--- config.mk ---
export PLATFORM = sky130hd
export DESIGN_NAME = sorted_set_toggle_top
export DESIGN_NICKNAME = d
export VERILOG_FILES = /design/src/hw/rtl/sst_pkg.sv /design/src/hw/rtl/sorted_set_toggle_top.sv /design/src/hw/rtl/sst_ram.sv /design/src/hw/rtl/sst_cmp.sv
export SDC_FILE = /design/constraint.sdc
export NUM_CORES = 1
export LEC_CHECK = 0
export BUFFER_PORTS_ARGS = -buffer_cell sky130_fd_sc_hd__clkbuf_2
export CORE_MARGIN = 2
export CORE_UTILIZATION = 45
export CTS_CLUSTER_DIAMETER = 80
export DETAILED_ROUTE_END_ITERATION = 8
export HOLD_SLACK_MARGIN = 0.03
export PLACE_DENSITY = 0.69
export SYNTH_ARGS = -nofsm -noshare
export SYNTH_HDL_FRONTEND = slang
export SYNTH_HIERARCHICAL = 1
export SYNTH_SLANG_ARGS = --single-unit
--- constraint.sdc ---
create_clock -name clock -period 7.17 [get_ports clock]
set_input_delay 1.0755 -clock clock [delete_from_list [all_inputs] [get_ports clock]]
set_output_delay 1.0755 -clock clock [all_outputs]
set_load 0.02 [all_outputs]
--- src/hw/rtl/sst_pkg.sv ---
// Package for the sorted set toggle block: sizes, sequencer states, compare result type.
// Used by the top, the compare unit and the checker. Depends on nothing.
`timescale 1ns / 1ps
`default_nettype none
package sst_pkg;

   localparam int DEPTH = 16;
   localparam int KEY_W = 32;
   localparam int IDX_W = $clog2(DEPTH);
   localparam int CNT_W = $clog2(DEPTH + 1);
   localparam int POS_W = 4;
   localparam int OCC_W = 5;

   typedef enum logic [3:0] {
      ST_IDLE,
      ST_SRCH,
      ST_CMP,
      ST_DEL_RD,
      ST_DEL_WR,
      ST_INS_RD,
      ST_INS_WR,
      ST_INS_KEY,
      ST_FIN
   } state_type;

   typedef struct packed {
      logic less;
      logic equal;
   } cmp_res_type;

endpackage
`default_nettype wire

--- src/hw/rtl/sorted_set_toggle_top.sv ---
// Sorted set toggle: ascending table of signed keys; each item removes or inserts its key.
// Depends on sst_pkg, sst_ram and sst_cmp.
//
// Each key is looked up by binary search in a single table RAM (one write port, one
// registered read port) through one shared compare unit, then the entries above the
// affected position are moved one place at a time, each read then written over the same
// RAM ports. An insert writes its key after the moves. The number of probes is at most
// log2(count)+1, and a miss on a full table moves nothing. The table starts empty at
// reset without any clearing pass. A result waits in an output register; the next item
// is taken while it waits.
`timescale 1ns / 1ps
`default_nettype none
module sorted_set_toggle_top
   import sst_pkg::*;
(
   input  wire logic                    clock,
   input  wire logic                    reset,
   input  wire logic                    req_valid,
   output logic                         req_ready,
   input  wire logic signed [KEY_W-1:0] req_key,
   output logic                         rsp_valid,
   input  wire logic                    rsp_ready,
   output logic                         rsp_hit,
   output logic             [POS_W-1:0] rsp_position,
   output logic                         rsp_full_res,
   output logic             [OCC_W-1:0] rsp_count_after
);

   state_type state_ff, state_in;

   logic signed [KEY_W-1:0] key_ff, key_in;
   logic [CNT_W-1:0] lo_ff, lo_in;
   logic [CNT_W-1:0] hi_ff, hi_in;
   logic [CNT_W-1:0] occ_ff, occ_in;
   logic [IDX_W-1:0] idx_ff, idx_in;
   logic             hit_ff, hit_in;
   logic             full_ff, full_in;

   logic             rsp_valid_ff, rsp_valid_in;
   logic             rsp_hit_ff, rsp_hit_in;
   logic             rsp_full_ff, rsp_full_in;
   logic [CNT_W-1:0] rsp_pos_ff, rsp_pos_in;
   logic [CNT_W-1:0] rsp_cnt_ff, rsp_cnt_in;

   logic             ram_we;
   logic [IDX_W-1:0] ram_waddr;
   logic [KEY_W-1:0] ram_wdata;
   logic [IDX_W-1:0] ram_raddr;
   logic [KEY_W-1:0] ram_rdata;
   cmp_res_type      cmp_res;

   logic [CNT_W-1:0] mid;
   logic [CNT_W-1:0] idx_ext;
   logic             srch_done;
   logic             del_first;
   logic             del_more;
   logic             ins_first;
   logic             ins_more;
   logic             is_full;
   logic             can_load;
   logic [31:0]      pos_wide;
   logic [31:0]      cnt_wide;

   sst_ram #(
      .WIDTH(KEY_W),
      .DEPTH(DEPTH)
   ) u_ram (
      .clock (clock),
      .we    (ram_we),
      .waddr (ram_waddr),
      .wdata (ram_wdata),
      .raddr (ram_raddr),
      .rdata (ram_rdata)
   );

   sst_cmp u_cmp (
      .entry (signed'(ram_rdata)),
      .key   (key_ff),
      .res   (cmp_res)
   );

   assign mid       = lo_ff + ((hi_ff - lo_ff) >> 1);
   assign idx_ext   = CNT_W'(idx_ff);
   assign srch_done = !(lo_ff < hi_ff);
   assign del_first = (lo_ff + CNT_W'(1)) < occ_ff;
   assign del_more  = (idx_ext + CNT_W'(2)) < occ_ff;
   assign ins_first = occ_ff > lo_ff;
   assign ins_more  = (idx_ext - CNT_W'(1)) > lo_ff;
   assign is_full   = occ_ff >= CNT_W'(DEPTH);
   assign can_load  = !rsp_valid_ff || rsp_ready;

   // next state
   always_comb begin
      state_in = state_ff;
      case (state_ff)
         ST_IDLE: begin
            if (req_valid) begin
               state_in = ST_SRCH;
            end
         end
         ST_SRCH: begin
            if (!srch_done) begin
               state_in = ST_CMP;
            end else if (hit_ff) begin
               state_in = del_first ? ST_DEL_RD : ST_FIN;
            end else if (is_full) begin
               state_in = ST_FIN;
            end else begin
               state_in = ins_first ? ST_INS_RD : ST_INS_KEY;
            end
         end
         ST_CMP:     state_in = ST_SRCH;
         ST_DEL_RD:  state_in = ST_DEL_WR;
         ST_DEL_WR:  state_in = del_more ? ST_DEL_RD : ST_FIN;
         ST_INS_RD:  state_in = ST_INS_WR;
         ST_INS_WR:  state_in = ins_more ? ST_INS_RD : ST_INS_KEY;
         ST_INS_KEY: state_in = ST_FIN;
         ST_FIN: begin
            if (can_load) begin
               state_in = ST_IDLE;
            end
         end
         default:    state_in = ST_IDLE;
      endcase
   end

   // outputs and datapath
   always_comb begin
      req_ready    = 1'b0;
      ram_we       = 1'b0;
      ram_waddr    = idx_ff;
      ram_wdata    = ram_rdata;
      ram_raddr    = mid[IDX_W-1:0];
      key_in       = key_ff;
      lo_in        = lo_ff;
      hi_in        = hi_ff;
      occ_in       = occ_ff;
      idx_in       = idx_ff;
      hit_in       = hit_ff;
      full_in      = full_ff;
      rsp_valid_in = rsp_valid_ff && !rsp_ready;
      rsp_hit_in   = rsp_hit_ff;
      rsp_full_in  = rsp_full_ff;
      rsp_pos_in   = rsp_pos_ff;
      rsp_cnt_in   = rsp_cnt_ff;
      case (state_ff)
         ST_IDLE: begin
            req_ready = 1'b1;
            key_in    = req_key;
            lo_in     = '0;
            hi_in     = occ_ff;
            hit_in    = 1'b0;
            full_in   = 1'b0;
         end
         ST_SRCH: begin
            if (srch_done) begin
               if (hit_ff) begin
                  idx_in = lo_ff[IDX_W-1:0];
               end else if (is_full) begin
                  full_in = 1'b1;
               end else begin
                  idx_in = occ_ff[IDX_W-1:0];
               end
            end
         end
         ST_CMP: begin
            if (cmp_res.less) begin
               lo_in = mid + CNT_W'(1);
            end else begin
               hi_in = mid;
            end
            if (cmp_res.equal) begin
               hit_in = 1'b1;
            end
         end
         ST_DEL_RD: begin
            ram_raddr = idx_ff + IDX_W'(1);
         end
         ST_DEL_WR: begin
            ram_we = 1'b1;
            idx_in = idx_ff + IDX_W'(1);
         end
         ST_INS_RD: begin
            ram_raddr = idx_ff - IDX_W'(1);
         end
         ST_INS_WR: begin
            ram_we = 1'b1;
            idx_in = idx_ff - IDX_W'(1);
         end
         ST_INS_KEY: begin
            ram_we    = 1'b1;
            ram_waddr = lo_ff[IDX_W-1:0];
            ram_wdata = key_ff;
         end
         ST_FIN: begin
            if (can_load) begin
               rsp_valid_in = 1'b1;
               rsp_hit_in   = hit_ff;
               rsp_full_in  = full_ff;
               rsp_pos_in   = full_ff ? '0 : lo_ff;
               if (hit_ff) begin
                  occ_in = occ_ff - CNT_W'(1);
               end else if (!full_ff) begin
                  occ_in = occ_ff + CNT_W'(1);
               end
               rsp_cnt_in = occ_in;
            end
         end
         default: begin
         end
      endcase
   end

   always_ff @(posedge clock) begin
      if (reset) begin
         state_ff     <= ST_IDLE;
         occ_ff       <= '0;
         rsp_valid_ff <= 1'b0;
      end else begin
         state_ff     <= state_in;
         occ_ff       <= occ_in;
         rsp_valid_ff <= rsp_valid_in;
      end
      key_ff      <= key_in;
      lo_ff       <= lo_in;
      hi_ff       <= hi_in;
      idx_ff      <= idx_in;
      hit_ff      <= hit_in;
      full_ff     <= full_in;
      rsp_hit_ff  <= rsp_hit_in;
      rsp_full_ff <= rsp_full_in;
      rsp_pos_ff  <= rsp_pos_in;
      rsp_cnt_ff  <= rsp_cnt_in;
   end

   assign pos_wide = 32'(rsp_pos_ff);
   assign cnt_wide = 32'(rsp_cnt_ff);

   assign rsp_valid       = rsp_valid_ff;
   assign rsp_hit         = rsp_hit_ff;
   assign rsp_full_res    = rsp_full_ff;
   assign rsp_position    = pos_wide[POS_W-1:0];
   assign rsp_count_after = cnt_wide[OCC_W-1:0];

endmodule
`default_nettype wire

--- src/hw/rtl/sst_ram.sv ---
// Generic simple dual-port RAM: one write port, one read port with registered data.
// No dependencies.
`timescale 1ns / 1ps
`default_nettype none
module sst_ram #(
   parameter int WIDTH = 32,
   parameter int DEPTH = 16
) (
   input  wire logic                     clock,
   input  wire logic                     we,
   input  wire logic [$clog2(DEPTH)-1:0] waddr,
   input  wire logic [WIDTH-1:0]         wdata,
   input  wire logic [$clog2(DEPTH)-1:0] raddr,
   output logic      [WIDTH-1:0]         rdata
);

   logic [WIDTH-1:0] mem_ff [DEPTH];
   logic [WIDTH-1:0] rdata_ff;

   always_ff @(posedge clock) begin
      if (we) begin
         mem_ff[waddr] <= wdata;
      end
      rdata_ff <= mem_ff[raddr];
   end

   assign rdata = rdata_ff;

endmodule
`default_nettype wire

--- src/hw/rtl/sst_cmp.sv ---
// Shared signed key compare unit: table entry against the looked-up key.
// Depends on sst_pkg.
`timescale 1ns / 1ps
`default_nettype none
module sst_cmp
   import sst_pkg::*;
(
   input  wire logic signed [KEY_W-1:0] entry,
   input  wire logic signed [KEY_W-1:0] key,
   output cmp_res_type                  res
);

   always_comb begin
      res.less  = entry < key;
      res.equal = entry == key;
   end

endmodule
`default_nettype wire

# Word-level counts from Yosys, hierarchy flattened
# Memory sizes are Yosys's and may differ from the RTL's. A register that Yosys moved wholly into a read port is not among the register bits.
# Cells that the tools add are included.
# op_classes
eq_ne,18
add_sub_neg,10
order_cmp,7
n_reduce_logical,16
mux,35
# ops
operator,n
2-to-1 mux 4 bit,11
case mux 4 bit (9 select lines),1
== test 32 bit,1
less-than comparator 32 bit,1
2-to-1 mux 32 bit,1
2-to-1 mux 5 bit,4
case mux 5 bit (2 select lines),2
== test 4 x 3 -> 1 bit (second input constant),4
inequality test 2 bit (second input constant),8
adder 5 x 1 -> 5 bit (second input constant),3
less-than comparator 5 bit,3
case mux 4 bit (3 select lines),1
> comparator 5 bit,2
2-to-1 mux 1 bit,10
AND reduction 2 bit,5
== test 4 x 2 -> 1 bit (second input constant),2
case mux 4 bit (2 select lines),1
adder 4 x 2 -> 5 bit (second input constant),1
adder 5 x 4 -> 5 bit,1
>= comparator 5 bit (second input constant),1
subtractor 4 x 1 -> 5 bit (second input constant),1
subtractor 5 x 1 -> 5 bit (second input constant),1
subtractor 5 bit,1
adder 4 x 1 -> 4 bit (second input constant),1
other kinds (15),19
# word_totals
word_cells,100
mem_count,1
output_inout_bits,13
ff_bits,69
ramBits,512
in_bits,36
# memory_table
name,depth,word_bits,read_ports,rd_clocked_by_memory_dff,write_ports,line_no,source
u_ram.mem_ff,16,32,1,1,1,sst_ram.sv:17,logic [WIDTH-1:0] mem_ff [DEPTH];

# Logic depth before layout (Yosys ltp)
# logic_depth
depth_word,6
depth_mapped,17
mapped_depth_nobuf,15

# Cells and area by module
# The synthesis kept the hierarchy.
# modules_own_cells
mod,cells_per_inst,instances,area_per_inst_um2,seq_area_each_um2
sst_ram,838,1,19835.3,16015.4
sorted_set_toggle_top,391,1,4315.4,1971.9
sst_cmp,113,1,820.8,0.0

# Worst setup path after synthesis
# No wires, ideal clock.
# synth_path
path_type,reg2reg
start,register state_ff[3]
end,"memory u_ram.mem_ff[0][0], enable pin"
setup_ns,0.461
t_arrival_ns,3.883
path_slack_ns,2.826
required_ns,6.709
period_less_slack_ns,4.344
path_stages_with_launch,10
n_path_buf,2
cell_sequence,dfxtp_1 buf_2 nand2b_1 inv_1 nand3_1 buf_2 nand2_1 o21ai_0 or3b_2 nor3_1
# synth_between
elab_cells_between_ends,8
cone_classes,eq/ne (3); mux (4); reduce/logical (1)
# synth_rtl
element,line_no,source
start: declaration,sorted_set_toggle_top.sv:29,"state_type state_ff, state_in;"
start signal: assignment,sorted_set_toggle_top.sv:220,state_ff <= state_in;
== test 4 x 3 -> 1 bit,sorted_set_toggle_top.sv:146,case (state_ff)
2-to-1 mux 4 bit,sorted_set_toggle_top.sv:146,
net ram_waddr[2],sorted_set_toggle_top.sv:46,logic [IDX_W-1:0] ram_waddr;
end: declaration,sst_ram.sv:17,
# The timed path passes the listed nets, and every way through them passes these cells.

# Final worst setup path
# layout_path
start,register lo_ff[0]
end,"register u_ram.rdata_ff[28], in the netlist u_ram/rdata[28] (read register of u_ram.mem_ff)"
# layout_between
elab_chain_cells,3
# layout_lines
element,line_no,source
start: declaration,sorted_set_toggle_top.sv:32,"logic [CNT_W-1:0] lo_ff, lo_in;"
start signal: assignment,sorted_set_toggle_top.sv:225,lo_ff <= lo_in;
subtractor 5 bit,sorted_set_toggle_top.sv:82,assign mid = lo_ff + ((hi_ff - lo_ff) >> 1);
adder 5 x 4 -> 5 bit (*),sorted_set_toggle_top.sv:82,
case mux 4 bit (2 select lines) (*),sorted_set_toggle_top.sv:146,
net ram_raddr[1],sorted_set_toggle_top.sv:48,logic [IDX_W-1:0] ram_raddr;
end: declaration,sst_ram.sv:18,logic [WIDTH-1:0] rdata_ff;
# The timed path passes the listed nets; every way through them passes the cells marked *.
# A chain may end at the register's enable or synchronous reset.

==> results.md <==
Yosys:
- sky130_fd_sc_hd__edfxtp_1 takes more of the synthesized area than any other cell.
- The synthesized cell area is approximately 25000 um^2.
- The distinct cell type count of the synthesized netlist is 62.
- The share of synthesized flip-flops with an asynchronous set or reset is 0.
- After synthesis, the cell types taking the most area are sky130_fd_sc_hd__edfxtp_1, sky130_fd_sc_hd__mux4_2, sky130_fd_sc_hd__ha_1, sky130_fd_sc_hd__dfxtp_1, sky130_fd_sc_hd__a22oi_1.
- After synthesis the netlist holds a flip-flop and latch count of just over 600.
- The cell count after synthesis is approximately 1300.
- The proportion of netlist area held by the largest area contributor is 0.6866.
- The number of synthesis warnings is 6.
- The average instance area after synthesis is between 15 and 20 um^2.
- In this run, synthesis inferred ~570 flip-flops with an integrated enable.
- The synthesized netlist net count is ~1400.
- In the synthesized netlist the dominant register cell turns out to be sky130_fd_sc_hd__edfxtp_1.
- For this run, the register share of the synthesized area comes to 0.7203.

Routing:
- The remaining antenna violation count after routing is 0.
- The detailed-route via count is around 13000.
- The iteration-0 DRC count of the detailed router is about 1100.
- For this block, the routed nets add up to roughly 54000 um of wire.
- The number of detailed-route iterations in the first pass is 5.
- Using the TritonRoute via totals, the vias-per-cell ratio works out to about 5.8.
- The average routed wire per standard cell is 24.40 um.
- The number of remaining DRC errors is 0.

Clocking:
- The TritonCTS buffer count is around 60.
- The TritonCTS clock tree is done.
- The post-CTS resize count is 0.
- The number of setup buffers added after CTS is 0.
- Clock latency on the worst-skew pair, taken at its later pin, is roughly 0.63 ns.
- For this design, the CTS-stage hold fixing added 0 buffers.
- The level count of the clock H-tree is 2.
- Counting every sink on the clock net gives 613.
- The maximum root-to-sink buffer count is 3.
- The cell sitting at the root of the clock tree is a sky130_fd_sc_hd__clkbuf_16.
- The clock transition at the register clock pins on the worst setup and hold paths after CTS is 0.06 ns.

GRT:
- The maximum number of pins on one net before global-route repair is around 130.
- The number of antenna violations at the first check in global routing is 0.
- The number of global-route vias before repair was 13010.
- The remaining global-route overflow is 0.
- In the global route stage, overall resource usage came out at 0.1944.
- The first global-routing pass estimated roughly 82000 um of wire.

Run status:
- The run finished with clean final reports.

Place:
- The count of port buffers added during placement is 48.
- Detailed placement ended at an HPWL of approximately 29000 um.
- The congestion estimate from routability-driven global placement came to 0.8562.

Critical path:
- The critical path goes through ha_1 -> inv_1 -> fa_1 -> xor2_1 -> inv_1 -> fa_1 -> inv_1 -> nand2_1 -> o311ai_0 -> o21ai_0 -> o21ai_4 -> buf_12 -> mux4_2 -> a22oi_1 -> nand2_1.
- The cell type of the slowest stage on the worst timing path is sky130_fd_sc_hd__fa_1.
- The worst setup path is launched from a flip-flop.
- In this run the worst path has a maximum fanout of around 130.
- Data on the critical path arrives at its endpoint at 4.99 ns.
- The number of buffers and inverters on the critical path is 4.
- The cell type with the highest occurrence count on the critical path is sky130_fd_sc_hd__inv_1.
- In this design, the stage delay of the slowest critical-path cell is about 0.6 ns.
- The start-to-end type of the worst setup path is flip-flop to flip-flop.
- The required time of the critical path is roughly 7.7 ns.
- The endpoint class of the critical path is a flip-flop.
- The family with the most delay on the worst path is adder cells.

Floorplanning:
- The horizontal extent of the die is around 240 um.
- The placeable core area is 54990 um^2.
- The initial core utilization is 0.4541.
- The floorplan step defined a die boundary enclosing approximately 57000 um^2.
- Measured along the y axis, the die boundary spans ~240 um.
- The number of top-level pins is 49.
- The floorplan has 86 rows.

STA:
- The slew at the pin closest to its max-slew limit is around 1.2 ns.
- The setup TNS is 0 ns.
- The count of final hold-check violations is 0.
- The count of pins over their slew limit came to 0.
- Setup repair after global routing left no endpoint under its margin.
- Subtracting the final worst setup slack from the clock period gives roughly 4.5 ns.
- Headroom to the max-slew limit came out at 0.2304.
- The share of the clock period used by the worst path after layout is 0.6261.
- For this run, the top clock speed supported by timing is roughly 220 MHz.
- The final worst clock skew is ~0.023 ns.
- Setup violations remaining at the end of the flow were counted as 0.

Hold path:
- The tightest min-delay check is of the flip-flop to flip-flop type.

Cells and area:
- The share of layout cells above drive strength 1 is 0.2456.
- 0 antenna diodes ended up in the layout.
- Relative to the synthesized area, the layout overhead comes to 13.10%.
- The number of filler cells placed in the layout is ~4300.
- For this run, the post-layout net count is 1528.

Job:
- Max-cap violations in this run came to 0.
cells in the mapped netlist, drive strengths merged (5+ instances only):
master and n:
xor2 9, edfxtp 571, o21ai 27, clkbuf 22
nand2b 12, a22oi 66, buf 37, and2 5
mux4 128, nand4 9, nor2 42, nand2 65
dfxtp 42, a21oi 34, nand3 10, mux2i 7
nor2b 13, inv 57, a21o 9, ha 69
mux2 33, nor3 7, xnor2 18
metrics by stage:
stage          cells  utilization  cell area (um^2)  hold WS (ns)  setup WS (ns)
6_report        2222       0.5137             28240        0.5517          2.681
5_1_grt         2222       0.5137             28240        0.5862          2.503
3_5_place_dp    2106       0.4778             26270        0.5353          2.878
3_3_place_gp    2106       0.4778             26270        0.5368          2.925
2_1_floorplan   1342            -             24970        0.5306          2.826
4_1_cts         2222       0.5137             28240        0.5470          2.838
logic make-up (layout without fill, tap and decap cells):
logic type,count (synthesis),count (layout),share of synthesized area
muxes,168,168,0.1331
and+or+nand+nor,177,177,0.03437
adders and majority gates,71,71,0.03618
xor gates and xnor gates,27,27,0.009470
AOI/OAI and AO/OA,170,170,0.04700
buffers and inverters,116,248,0.01954
DFF,613,613,0.7203
worst min-delay path, cell delays in order, from the launching register on:
cell and delay (ns):
sky130_fd_sc_hd__dfxtp_1 0.31, sky130_fd_sc_hd__nand2b_1 0.12, sky130_fd_sc_hd__a21oi_1 0.08
layout make-up:
| cell class | instances | area (um^2) | share of cell area |
|---|---|---|---|
| Timing Repair Buffer | 75 | 467.9 | 0.01657 |
| Tap cell | 748 | 935.9 | 0.03314 |
| Clock buffer | 89 | 1702 | 0.06025 |
| Sequential cell | 613 | 17990 | 0.6369 |
| Clock inverter | 27 | 269.0 | 0.009525 |
| Multi-Input combinational cell | 613 | 6668 | 0.2361 |
| Inverter | 57 | 214.0 | 0.007575 |
cells in the final DEF (no fill, tap or decap), types with 24 or more instances in the layout:
master | netlist | routed
sky130_fd_sc_hd__edfxtp_1 | 571 | 571
sky130_fd_sc_hd__mux4_2 | 128 | 128
sky130_fd_sc_hd__ha_1 | 69 | 69
sky130_fd_sc_hd__a22oi_1 | 66 | 66
sky130_fd_sc_hd__nand2_1 | 65 | 65
sky130_fd_sc_hd__clkbuf_16 | 0 | 61
sky130_fd_sc_hd__inv_1 | 57 | 57
sky130_fd_sc_hd__clkbuf_2 | 0 | 48
sky130_fd_sc_hd__dfxtp_1 | 42 | 42
sky130_fd_sc_hd__mux2_2 | 33 | 33
sky130_fd_sc_hd__a21oi_1 | 32 | 32
sky130_fd_sc_hd__nor2_1 | 42 | 29
sky130_fd_sc_hd__buf_4 | 9 | 25
sky130_fd_sc_hd__o21ai_0 | 25 | 24
layer usage:
layer	up-vias	track usage	part of all wire
met3	92	0.03077	0.068
met1	6698	0.2675	0.42
met4	0	0.05795	0.022
li1	5549	-	-
met5	-	0	0
met2	473	0.3215	0.49
flip-flops by register name, summed over array words and instances (netlist names):
signal,count
hit_ff,1
rsp_full_res,1
u_ram/mem_ff,512
occ_ff,5
state_ff,4
idx_ff,4
rsp_valid,1
rsp_count_after,5
full_ff,1
key_ff,32
hi_ff,5
lo_ff,5
rsp_hit,1
rsp_pos_ff,4
u_ram/rdata,32
final timing paths:
path                                from                 endpoint  slack, ns  cells after the start
hold / removal      rsp_valid$_SDFF_PP0_     rsp_valid$_SDFF_PP0_       0.55                      2
setup reg to reg  lo_ff[0]$_SDFFCE_PN0P_  u_ram/rdata[28]$_DFF_P_       2.68                     15
setup / recovery  lo_ff[0]$_SDFFCE_PN0P_  u_ram/rdata[28]$_DFF_P_       2.68                     15
hold reg to reg     rsp_valid$_SDFF_PP0_     rsp_valid$_SDFF_PP0_       0.55                      2
Power is not shown: default switching activity piles up to over one toggle a cycle in this logic, so the estimate is an artifact.
